$ cat src/rtl/slc_pkg.sv
// Shared types, character codes and helpers for the source line classifier.
// No dependencies; every other file imports this package.
package slc_pkg;

   localparam int FIELD_WIDTH = 32;

   typedef logic [7:0]             byte_type;
   typedef logic [FIELD_WIDTH-1:0] field_type;

   typedef enum logic {
      OP_BYTE = 1'b0,
      OP_EOF  = 1'b1
   } opcode_type;

   typedef enum logic [1:0] {
      LC_EMPTY   = 2'd0,
      LC_COMMENT = 2'd1,
      LC_CODE    = 2'd2,
      LC_NONE    = 2'd3
   } line_class_type;

   localparam byte_type CH_NUL   = 8'h00;
   localparam byte_type CH_TAB   = 8'h09;
   localparam byte_type CH_NL    = 8'h0A;
   localparam byte_type CH_CR    = 8'h0D;
   localparam byte_type CH_SPACE = 8'h20;
   localparam byte_type CH_STAR  = 8'h2A;
   localparam byte_type CH_SLASH = 8'h2F;

   // One finished line (or end of file) as seen by the counters.
   typedef struct packed {
      logic           fire;
      line_class_type line_class;
      logic           done;
   } line_event_type;

   typedef struct packed {
      field_type empty;
      field_type comment;
      field_type code;
   } counts_type;

   function automatic logic is_space(input byte_type b);
      return (b == CH_SPACE) || ((b >= CH_TAB) && (b <= CH_CR));
   endfunction

   function automatic line_class_type classify(input logic not_blank, input logic has_code);
      line_class_type cls;
      if (!not_blank) begin
         cls = LC_EMPTY;
      end else if (has_code) begin
         cls = LC_CODE;
      end else begin
         cls = LC_COMMENT;
      end
      return cls;
   endfunction

endpackage

$ cat src/rtl/slc_if.sv
// Valid/ready channel interfaces for requests and responses.
// Depends on slc_pkg for the payload types.
interface slc_req_if import slc_pkg::*; ();
   logic       valid;
   logic       ready;
   opcode_type opcode;
   byte_type   data_byte;

   modport source (output valid, output opcode, output data_byte, input ready);
   modport sink   (input valid, input opcode, input data_byte, output ready);
endinterface

interface slc_rsp_if import slc_pkg::*; ();
   logic           valid;
   logic           ready;
   line_class_type line_class;
   field_type      empty_lines;
   field_type      comment_lines;
   field_type      code_lines;
   logic           file_done;

   modport source (output valid, output line_class, output empty_lines,
                   output comment_lines, output code_lines, output file_done, input ready);
   modport sink   (input valid, input line_class, input empty_lines,
                   input comment_lines, input code_lines, input file_done, output ready);
endinterface

$ cat src/rtl/slc_scan.sv
// Per-byte comment scanner: block-comment, pending slash/star and line flags.
// Depends on slc_pkg; emits one line event per newline or end of file.
module slc_scan import slc_pkg::*; (
   input  logic           clock,
   input  logic           reset,
   input  logic           accept,
   input  opcode_type     opcode,
   input  byte_type       data_byte,
   output line_event_type line_event
);

   logic in_block_ff,  in_block_in;
   logic slash_ff,     slash_in;
   logic star_ff,      star_in;
   logic rest_lc_ff,   rest_lc_in;
   logic has_code_ff,  has_code_in;
   logic not_blank_ff, not_blank_in;
   logic open_ff,      open_in;

   always_comb begin
      in_block_in  = in_block_ff;
      slash_in     = slash_ff;
      star_in      = star_ff;
      rest_lc_in   = rest_lc_ff;
      has_code_in  = has_code_ff;
      not_blank_in = not_blank_ff;
      open_in      = open_ff;
      line_event   = '{fire: 1'b0, line_class: LC_NONE, done: 1'b0};

      if (accept) begin
         if (opcode == OP_EOF) begin
            line_event.fire = 1'b1;
            line_event.done = 1'b1;
            line_event.line_class = open_ff ? classify(not_blank_ff, has_code_ff | slash_ff)
                                            : LC_NONE;
            in_block_in  = 1'b0;
            slash_in     = 1'b0;
            star_in      = 1'b0;
            rest_lc_in   = 1'b0;
            has_code_in  = 1'b0;
            not_blank_in = 1'b0;
            open_in      = 1'b0;
         end else begin
            open_in = 1'b1;
            if (!rest_lc_ff) begin
               if (data_byte == CH_NUL) begin
                  // NUL ends the scan like a line comment; a pending slash is code
                  if (slash_ff) begin
                     has_code_in = 1'b1;
                  end
                  slash_in   = 1'b0;
                  star_in    = 1'b0;
                  rest_lc_in = 1'b1;
               end else begin
                  if (!is_space(data_byte)) begin
                     not_blank_in = 1'b1;
                  end
                  priority if (in_block_ff) begin
                     if (star_ff && (data_byte == CH_SLASH)) begin
                        in_block_in = 1'b0;
                        star_in     = 1'b0;
                     end else begin
                        star_in = (data_byte == CH_STAR);
                     end
                  end else if (slash_ff) begin
                     slash_in = 1'b0;
                     priority if (data_byte == CH_STAR) begin
                        in_block_in = 1'b1;
                        star_in     = 1'b0;
                     end else if (data_byte == CH_SLASH) begin
                        rest_lc_in = 1'b1;
                     end else begin
                        has_code_in = 1'b1;
                     end
                  end else if (data_byte == CH_SLASH) begin
                     slash_in = 1'b1;
                  end else if (!is_space(data_byte)) begin
                     has_code_in = 1'b1;
                  end
               end
            end
            if (data_byte == CH_NL) begin
               line_event.fire       = 1'b1;
               line_event.line_class = classify(not_blank_in, has_code_in | slash_in);
               // drop per-line state, keep the block comment open across lines
               slash_in     = 1'b0;
               star_in      = 1'b0;
               rest_lc_in   = 1'b0;
               has_code_in  = 1'b0;
               not_blank_in = 1'b0;
               open_in      = 1'b0;
            end
         end
      end
   end

   always_ff @(posedge clock) begin
      if (reset) begin
         in_block_ff  <= 1'b0;
         slash_ff     <= 1'b0;
         star_ff      <= 1'b0;
         rest_lc_ff   <= 1'b0;
         has_code_ff  <= 1'b0;
         not_blank_ff <= 1'b0;
         open_ff      <= 1'b0;
      end else begin
         in_block_ff  <= in_block_in;
         slash_ff     <= slash_in;
         star_ff      <= star_in;
         rest_lc_ff   <= rest_lc_in;
         has_code_ff  <= has_code_in;
         not_blank_ff <= not_blank_in;
         open_ff      <= open_in;
      end
   end

endmodule

$ cat src/rtl/slc_count.sv
// Saturating per-file line counters, cleared when a file closes.
// Depends on slc_pkg; reports the updated counts truncated to the field width.
module slc_count import slc_pkg::*; #(
   parameter int COUNT_WIDTH = 32
) (
   input  logic           clock,
   input  logic           reset,
   input  line_event_type line_event,
   output counts_type     counts
);

   localparam int ExtWidth = (COUNT_WIDTH > FIELD_WIDTH) ? COUNT_WIDTH : FIELD_WIDTH;

   typedef logic [COUNT_WIDTH-1:0] cnt_type;
   typedef logic [ExtWidth-1:0]    ext_type;

   cnt_type empty_ff,   empty_in,   empty_next;
   cnt_type comment_ff, comment_in, comment_next;
   cnt_type code_ff,    code_in,    code_next;
   ext_type empty_ext, comment_ext, code_ext;

   function automatic cnt_type sat_inc(input cnt_type v);
      return (v == '1) ? v : v + COUNT_WIDTH'(1);
   endfunction

   always_comb begin
      empty_next   = empty_ff;
      comment_next = comment_ff;
      code_next    = code_ff;
      if (line_event.fire) begin
         unique case (line_event.line_class)
            LC_EMPTY:   empty_next   = sat_inc(empty_ff);
            LC_COMMENT: comment_next = sat_inc(comment_ff);
            LC_CODE:    code_next    = sat_inc(code_ff);
            LC_NONE:    ;
            default:    ;
         endcase
      end
      // clear for the next file once the closing counts are reported
      if (line_event.fire && line_event.done) begin
         empty_in   = '0;
         comment_in = '0;
         code_in    = '0;
      end else begin
         empty_in   = empty_next;
         comment_in = comment_next;
         code_in    = code_next;
      end
   end

   always_ff @(posedge clock) begin
      if (reset) begin
         empty_ff   <= '0;
         comment_ff <= '0;
         code_ff    <= '0;
      end else begin
         empty_ff   <= empty_in;
         comment_ff <= comment_in;
         code_ff    <= code_in;
      end
   end

   assign empty_ext   = ExtWidth'(empty_next);
   assign comment_ext = ExtWidth'(comment_next);
   assign code_ext    = ExtWidth'(code_next);

   assign counts.empty   = empty_ext[FIELD_WIDTH-1:0];
   assign counts.comment = comment_ext[FIELD_WIDTH-1:0];
   assign counts.code    = code_ext[FIELD_WIDTH-1:0];

endmodule

$ cat src/rtl/source_line_classifier_top.sv
// Top level of the source line classifier: scanner, counters, response register.
// Depends on slc_pkg, slc_if, slc_scan and slc_count.
//
// Usage:
//   req_chan carries one file as a stream of requests: opcode OP_BYTE with a
//   text byte in data_byte, or OP_EOF to close the file. rsp_chan gives one
//   response per finished line (at a newline byte) and one at end of file,
//   with the line's class and the running empty/comment/code counts of the
//   file; file_done marks the response that closes the file. A file ending
//   right after a newline closes with class LC_NONE.
//   A response is registered and appears in the cycle after the request that
//   causes it. Throughput: one request per cycle unless stalled; all scan and
//   count logic sits between the state registers and the response register.
//   Stall: a held response blocks a new request only when the response
//   register is full and rsp_chan.ready is low; bytes that end no line are
//   still taken in that case only when the register drains.
//   Reset (synchronous) clears comment state, line flags, counters and the
//   response valid. Counters saturate at 2^COUNT_WIDTH - 1 and clear at EOF.
module source_line_classifier_top import slc_pkg::*; #(
   parameter int COUNT_WIDTH = 32
) (
   input  logic     clock,
   input  logic     reset,
   slc_req_if.sink   req_chan,
   slc_rsp_if.source rsp_chan
);

   logic           accept;
   line_event_type line_event;
   counts_type     counts;

   logic           rsp_valid_ff, rsp_valid_in;
   line_class_type rsp_class_ff;
   counts_type     rsp_counts_ff;
   logic           rsp_done_ff;

   assign req_chan.ready = !rsp_valid_ff || rsp_chan.ready;
   assign accept         = req_chan.valid && req_chan.ready;

   slc_scan u_scan (
      .clock      (clock),
      .reset      (reset),
      .accept     (accept),
      .opcode     (req_chan.opcode),
      .data_byte  (req_chan.data_byte),
      .line_event (line_event)
   );

   slc_count #(
      .COUNT_WIDTH (COUNT_WIDTH)
   ) u_count (
      .clock      (clock),
      .reset      (reset),
      .line_event (line_event),
      .counts     (counts)
   );

   always_comb begin
      priority if (line_event.fire) begin
         rsp_valid_in = 1'b1;
      end else if (rsp_chan.ready) begin
         rsp_valid_in = 1'b0;
      end else begin
         rsp_valid_in = rsp_valid_ff;
      end
   end

   always_ff @(posedge clock) begin
      if (reset) begin
         rsp_valid_ff <= 1'b0;
      end else begin
         rsp_valid_ff <= rsp_valid_in;
      end
   end

   // load payload only on a new response; hold it while stalled
   always_ff @(posedge clock) begin
      if (line_event.fire) begin
         rsp_class_ff  <= line_event.line_class;
         rsp_counts_ff <= counts;
         rsp_done_ff   <= line_event.done;
      end
   end

   assign rsp_chan.valid         = rsp_valid_ff;
   assign rsp_chan.line_class    = rsp_class_ff;
   assign rsp_chan.empty_lines   = rsp_counts_ff.empty;
   assign rsp_chan.comment_lines = rsp_counts_ff.comment;
   assign rsp_chan.code_lines    = rsp_counts_ff.code;
   assign rsp_chan.file_done     = rsp_done_ff;

`ifndef SYNTHESIS
   a_eof_closes: assert property (@(posedge clock) disable iff (reset)
      (accept && (req_chan.opcode == OP_EOF)) |=> (rsp_chan.valid && rsp_chan.file_done))
      else $error("end of file did not produce a closing response");

   a_newline_line: assert property (@(posedge clock) disable iff (reset)
      (accept && (req_chan.opcode == OP_BYTE) && (req_chan.data_byte == CH_NL))
      |=> (rsp_chan.valid && !rsp_chan.file_done && (rsp_chan.line_class != LC_NONE)))
      else $error("newline did not produce a line response");

   a_none_only_at_eof: assert property (@(posedge clock) disable iff (reset)
      (rsp_chan.valid && (rsp_chan.line_class == LC_NONE)) |-> rsp_chan.file_done)
      else $error("no-line class on a response that does not close the file");

   a_quiet_byte: assert property (@(posedge clock) disable iff (reset)
      (accept && (req_chan.opcode == OP_BYTE) && (req_chan.data_byte != CH_NL)
       && !rsp_valid_ff) |=> !rsp_chan.valid)
      else $error("response produced without end of line");
`endif

endmodule

$ cat src/flat_wrapper.sv
// flat-port wrapper written by rule: the top's interface ports become plain ports
module source_line_classifier_top_flat import slc_pkg::*;
#(
   parameter int COUNT_WIDTH = 32
)
  (clock, reset, req_chan_valid, req_chan_opcode, req_chan_data_byte, req_chan_ready, rsp_chan_valid, rsp_chan_line_class, rsp_chan_empty_lines, rsp_chan_comment_lines, rsp_chan_code_lines, rsp_chan_file_done, rsp_chan_ready);
  slc_req_if req_chan_i ();
  slc_rsp_if rsp_chan_i ();
  input  logic clock;
  input  logic reset;
  input wire logic [$bits(req_chan_i.valid)-1:0] req_chan_valid;
  input wire logic [$bits(req_chan_i.opcode)-1:0] req_chan_opcode;
  input wire logic [$bits(req_chan_i.data_byte)-1:0] req_chan_data_byte;
  output wire logic [$bits(req_chan_i.ready)-1:0] req_chan_ready;
  output wire logic [$bits(rsp_chan_i.valid)-1:0] rsp_chan_valid;
  output wire logic [$bits(rsp_chan_i.line_class)-1:0] rsp_chan_line_class;
  output wire logic [$bits(rsp_chan_i.empty_lines)-1:0] rsp_chan_empty_lines;
  output wire logic [$bits(rsp_chan_i.comment_lines)-1:0] rsp_chan_comment_lines;
  output wire logic [$bits(rsp_chan_i.code_lines)-1:0] rsp_chan_code_lines;
  output wire logic [$bits(rsp_chan_i.file_done)-1:0] rsp_chan_file_done;
  input wire logic [$bits(rsp_chan_i.ready)-1:0] rsp_chan_ready;
  assign req_chan_i.valid = req_chan_valid;
  assign req_chan_i.opcode = req_chan_opcode;
  assign req_chan_i.data_byte = req_chan_data_byte;
  assign req_chan_ready = req_chan_i.ready;
  assign rsp_chan_valid = rsp_chan_i.valid;
  assign rsp_chan_line_class = rsp_chan_i.line_class;
  assign rsp_chan_empty_lines = rsp_chan_i.empty_lines;
  assign rsp_chan_comment_lines = rsp_chan_i.comment_lines;
  assign rsp_chan_code_lines = rsp_chan_i.code_lines;
  assign rsp_chan_file_done = rsp_chan_i.file_done;
  assign rsp_chan_i.ready = rsp_chan_ready;
  source_line_classifier_top #(.COUNT_WIDTH(COUNT_WIDTH)) u_core (.clock(clock), .reset(reset), .req_chan(req_chan_i), .rsp_chan(rsp_chan_i));
endmodule
$ cat config.mk
export PLATFORM = sky130hd
export DESIGN_NAME = source_line_classifier_top_flat
export DESIGN_NICKNAME = d
export VERILOG_FILES = /design/src/rtl/slc_pkg.sv /design/src/rtl/slc_if.sv /design/src/rtl/slc_scan.sv /design/src/rtl/slc_count.sv /design/src/rtl/source_line_classifier_top.sv /design/src/flat_wrapper.sv
export SDC_FILE = /design/constraint.sdc
export NUM_CORES = 1
export LEC_CHECK = 0
export ABC_AREA = 1
export BUFFER_PORTS_ARGS = -buffer_cell sky130_fd_sc_hd__buf_4
export CORE_MARGIN = 5
export CORE_UTILIZATION = 52
export CTS_BUF_LIST = sky130_fd_sc_hd__clkbuf_2
export DETAILED_ROUTE_END_ITERATION = 12
export MAX_ROUTING_LAYER = met4
export PLACE_DENSITY = 0.72
export SYNTH_ARGS = -nofsm -noshare
export SYNTH_HDL_FRONTEND = slang
export SYNTH_SLANG_ARGS = --single-unit
$ cat constraint.sdc
create_clock -name clock -period 11.6 [get_ports clock]
set_input_delay 0 -clock clock [delete_from_list [all_inputs] [get_ports clock]]
set_output_delay 0 -clock clock [all_outputs]
set_load 0.03 [all_outputs]
== Yosys cells after proc, flatten, opt, wreduce, memory -nomap -nowiden ==
Cells that the tools add are included.
Storage, ports and cells
  bits in latches: 0
  input bits: 13
  memory bits (writable): 0
  memories: 0
  flip-flop bits (word level): 203
  output and inout bits: 101
  ROM bits: 0
  word-level logic and storage cells: 123
Cells by class
  equal/unequal tests: 12
  bitwise gates (word level): 2
  add/subtract/negate cells: 3
  multiply operators: 0
  $lt $le $gt $ge: 2
  reductions and logical operators: 15
  div/mod/pow operators: 0
  shifts and indexed selects: 0
  muxes and demuxes: 73
Operator list (count)
  2-to-1 mux 32 bit: 9
  adder 32 x 1 -> 32 bit (second input constant): 3
  equality test 32 bit (second input constant): 3
  2-to-1 mux 1 bit: 56
  equality test 8 x 6 -> 1 bit (second input constant): 3
  2-to-1 mux 2 bit: 5
  nonzero test 5 bit: 2
  equality test 8 x 4 -> 1 bit (second input constant): 1
  greater-or-equal comparator 8 x 4 -> 1 bit (second input constant): 1
  <= comparator 8 x 4 -> 1 bit (second input constant): 1
  logical NOT 8 bit: 1
  2-to-1 mux 3 bit: 2
  logical AND 1 bit: 4
  2-to-1 mux 4 bit: 1
  != test 2 bit (second input constant): 2
  AND reduction 4 bit: 1
  != test 3 x 2 -> 1 bit (second input constant): 1
  AND reduction 3 bit: 1
  equality test 2 x 1 -> 1 bit (second input constant): 1
  equality test 2 bit (second input constant): 1
  logical NOT 2 bit: 1
  logical OR 1 bit: 2
  OR 1 bit: 2
  nonzero test 2 bit: 1
  2 further kinds: 2

== Depth between registers and ports, before layout ==
  word-level depth: 20
  depth in mapped cells: 16
  mapped depth without buffers: 15

== Hierarchy ==
From an unflattened synthesis, not the netlist that was laid out.
Unflattened totals
  cell total of the unflattened synthesis: 1236
  area, all modules: 9819.4 µm²
By module, submodules not included
  slc_count: cells an instance 1027, area an instance 6185.9 µm², times used 1
  source_line_classifier_top: cells an instance 105, area an instance 3022.9 µm², times used 1
  slc_scan: cells an instance 104, area an instance 610.6 µm², times used 1

== Worst setup path before layout ==
Ideal clock, no wire load.
  path type: flip-flop to flip-flop
  start: register u_core.rsp_valid_ff (netlist: u_core.rsp_chan.valid)
  end: register u_core.rsp_counts_ff (netlist bit u_core.rsp_chan.comment_lines[11]), data pin
  stages on the path, launching flop included: 12
  arrival time: 4.595 ns
  data required time: 11.346 ns
  library setup time: 0.254 ns
  setup slack: 6.751 ns
  cell sequence: dfxtp_1 > nand2_1 > nand2_1 > nor2_2 > inv_2 > nor2_1 > inv_1 > a21oi_2 > nand2_1 > clkbuf_1 > nand2_1 > nand2_1
RTL lines
  from (decl): line source_line_classifier_top.sv:32  | logic rsp_valid_ff, rsp_valid_in;
  from (signal assigned): line source_line_classifier_top.sv:72  | rsp_valid_ff <= rsp_valid_in;
  to (signal assigned): line source_line_classifier_top.sv:80  | rsp_counts_ff <= counts;
  to (decl): line source_line_classifier_top.sv:34  | counts_type rsp_counts_ff;

==> flow_summary_export.csv <==
group,metric,value,unit
floorplan,num_rows,52,
global_route,grt_max_degree,83,
logic_synthesis,synth_fa_ha_area_frac,0.003563,
cts,path_clk_slew,0.12,ns
logic_synthesis,synth_commonest_cells,"nand2_1 (477), nand3_1 (218), inv_1 (108), nor2_1 (108), dfxtp_1 (104)",
worst_setup_path,path_buf_inv,7,
cells_and_area,stdcell_count,1902,
placed_design,place.gp.congestion,0.9454,
logic_synthesis,syn-num-nets,1446,
routing,drt-pass1-iter-count,6,
logic_synthesis,yosysSeqAreaShare,0.4799,
logic_synthesis,synth_top_family_by_area,"simple AND/OR/NAND/NOR gates",
cts,cts_buffers,51,
global_route,use_met3,0.04317,
logic_synthesis,synthArstFlopShare,0,
cts,postCtsSetupBuffers,0,
sta,post-route-period-util,0.4425,
worst_setup_path,crit_arrival,5.67,ns
worst_setup_path,cp.required,12.14,ns
routing,routed_wl,27.85,mm
routing,drtAntennaViolNets,0,
sta,slew_viol_final,0,
routing,num_vias,10020,
job,cap_violations,0,
logic_synthesis,synth_xor_area_frac,0.01081,
worst_setup_path,cp-end-kind,"flip-flop",
sta,fmax,194.8,MHz
pwr,power,1.400,mW
cells_and_area,syn_to_final_growth,17.96,%
routing,drcViolationCount,0,
cells_and_area,final_nets,1605,
floorplan,fp.coreArea,20100,µm²
sta,setup_tns,0,ns
global_route,grt.busiest_layer,"met2",
floorplan,die_height,152.3,µm
logic_synthesis,synth_simple_gate_area_share,0.3772,
routing,post_drt_wl_per_cell,14.64,µm
sta,relSlewSlack,0.2353,
logic_synthesis,synth_cells,1430,
logic_synthesis,synth_area_leaders,"edfxtp_1 (28%), dfxtp_1 (20%), nand2_1 (17%)",
global_route,use_met1,0.3178,
sta,hold_viol,0,
global_route,grt_overflow,0,
cells_and_area,fin_area,12430,µm²
placed_design,dp_hpwl,19.09,mm
floorplan,die_w,152.3,µm
worst_setup_path,crit_chain,"dlygate4sd3_1, buf_4, nor2_1, dlygate4sd3_1, nand3_1, dlygate4sd3_1, nor2_1, dlygate4sd3_1, nand2_1, nand2_1, nor2_1, dlygate4sd3_1, nand2_2, nand3_2, a21oi_4, buf_4, nand2_1, nand2_1, nand2_1",
cts,cts_max_level,2,
logic_synthesis,avgSynthCellArea,7.366,µm²
worst_setup_path,path_delay_family,"buffers and inverters",
routing,viasPerCell,5.268,
global_route,grt_pass1_vias,9325,
sta,rsz0062_at_grt,"no",
worst_setup_path,critPathMaxStageDelay,0.89,ns
placed_design,placed_cell_area,11560,µm²
logic_synthesis,synth-seq-cells,203,
global_route,grt_pass1_wl,46.01,mm
outcome,status,"finished clean",
logic_synthesis,synth-edff-count,99,
cells_and_area,drive_above_1_share,0.1557,
cts,cts_buffer_depth,3,
global_route,antenna_found_initial,1,
logic_synthesis,netlist_area,10530,µm²
logic_synthesis,synth_top_area_cell,"edfxtp_1",
cts,clock_sinks,203,
floorplan,fp.dieArea,23200,µm²
logic_synthesis,synthMuxAreaShare,0,
pwr,max-vdd-ir-drop,0.07903,mV
worst_setup_path,critPathMaxFanout,66,
floorplan,start_util,0.5240,
floorplan,ios,114,
cts,cts_tree,"built",
worst_setup_path,critical_path_class,"in2reg",
worst_setup_path,startpoint_type,"input port",
global_route,grt.total_usage,0.2416,
logic_synthesis,synth_top_area_frac,0.2822,
placed_design,portBuffers,113,
sta,tightestPinTransition,1.144,ns
pwr,power_density,112.7,nW/µm²
routing,drt_iter0_markers,624,
worst_hold_path,holdCritPathClass,"in2reg",
global_route,use_met2,0.3768,
sta,period_minus_slack,5.133,ns
logic_synthesis,synth_ff_type,"dfxtp_1",
cts,cts-root-buf,"clkbuf_2",
placed_design,dpl.cell_count,1771,
sta,setup_violations,0,
logic_synthesis,yosys_warnings,0,
cts,insertion_delay,0.81,ns
logic_synthesis,synth_compound_area_frac,0.06485,
logic_synthesis,synth_most_common_cell,"nand2_1",
logic_synthesis,synth_cell_types,33,
worst_setup_path,crit_slowest_cell,"nand2_1",
pwr,leakage,5.152,nW
sta,clock_skew,0.05171,ns
through the flow:
stage	hold slack, ns	setup WS, ns	utilization
6_report	0.1295	6.467	0.6181
5_1_grt	0.04806	6.148	0.6181
4_1_cts	0.04612	6.645	0.6179
3_5_place_dp	0.2148	7.771	0.5751
3_3_place_gp	0.2207	7.872	0.5751
2_1_floorplan	0.06907	6.751	-
metal layers:
| metal | vias to the layer above | wire length, µm |
|---|---|---|
| met4 | 0 | 810 |
| met2 | 289 | 12810 |
| met5 | - | 0 |
| li1 | 5101 | - |
| met3 | 60 | 1614 |
| met1 | 4570 | 12620 |
logic make-up (layout without fill, tap and decap cells):
family / after synthesis / in the layout
AO/OA/AOI/OAI: 131 / 131
AND/OR/NAND/NOR: 916 / 916
XOR/XNOR: 13 / 13
other: 0 / 1
buffers and inverters: 164 / 365
adder cells (fa/ha/maj): 3 / 3
flip-flops: 203 / 203
tightest hold or removal path, delay by kind of cell:
kind	cells	cell delay, ns
buffers and inverters	3	0.70
and+or+nand+nor	2	0.17
cell usage in the layout, fill, tap and decap left out, types with 2 or more instances in the layout:
cell type,count
nand2_1,477
nand3_1,218
buf_4,120
inv_1,108
nor2_1,108
dfxtp_1,104
a21oi_1,101
edfxtp_1,99
clkbuf_2,76
nor3_1,36
dlygate4sd3_1,35
or2_2,31
o21ai_0,20
nand4_1,18
nor4_1,12
clkinv_1,11
xor2_1,10
inv_2,8
nand3b_1,7
clkinv_2,5
nor2_4,3
xnor2_1,3
a211oi_1,3
ha_1,3
nor3_2,2
bufinv_16,2
power by group:
part,leakage (nW),total [mW],switching (mW),internal [mW]
logic,3.05,0.112,0.0779,0.0344
registers,1.72,0.775,0.00789,0.767
clock network,0.385,0.513,0.291,0.221
worst paths after layout:
path,startpoint,to,slack (ns),cells after the start
worst max register to register,u_core.rsp_chan.valid,u_core.u_scan.star_ff,7.73,9
worst max-delay path,req_chan_data_byte[6],u_core.rsp_chan.comment_lines[19],6.47,19
worst min-delay path,reset,u_core.u_scan.open_ff,0.13,5
worst min register to register,u_core.u_scan.open_ff,u_core.u_scan.open_ff,0.52,2
cell type report:
class / count / area (µm²)
timing repair buffer: 155 / 1251
multi-input combinational: 1063 / 4837
inverter: 115 / 431.7
clock buffer: 76 / 380.4
tap: 270 / 337.8
antenna: 1 / 2.502
sequential: 203 / 5055
fill: 1886 / 7679
clock inverter: 19 / 130.1
flip-flops by register name, indices dropped and copies added (netlist names), 2 cells and up:
signal                         count
u_core.rsp_chan.code_lines        32
u_core.rsp_chan.comment_lines     32
u_core.rsp_chan.empty_lines       32
u_core.u_count.code_ff            32
u_core.u_count.comment_ff         32
u_core.u_count.empty_ff           32
u_core.rsp_chan.line_class         2
repair_timing:
item	CTS	global route
endpoints found under the hold margin	144	0
hold buffers	35	0
gates resized for setup	0	0
setup endpoints to repair	0	0
(Power assumes the default switching activity.)
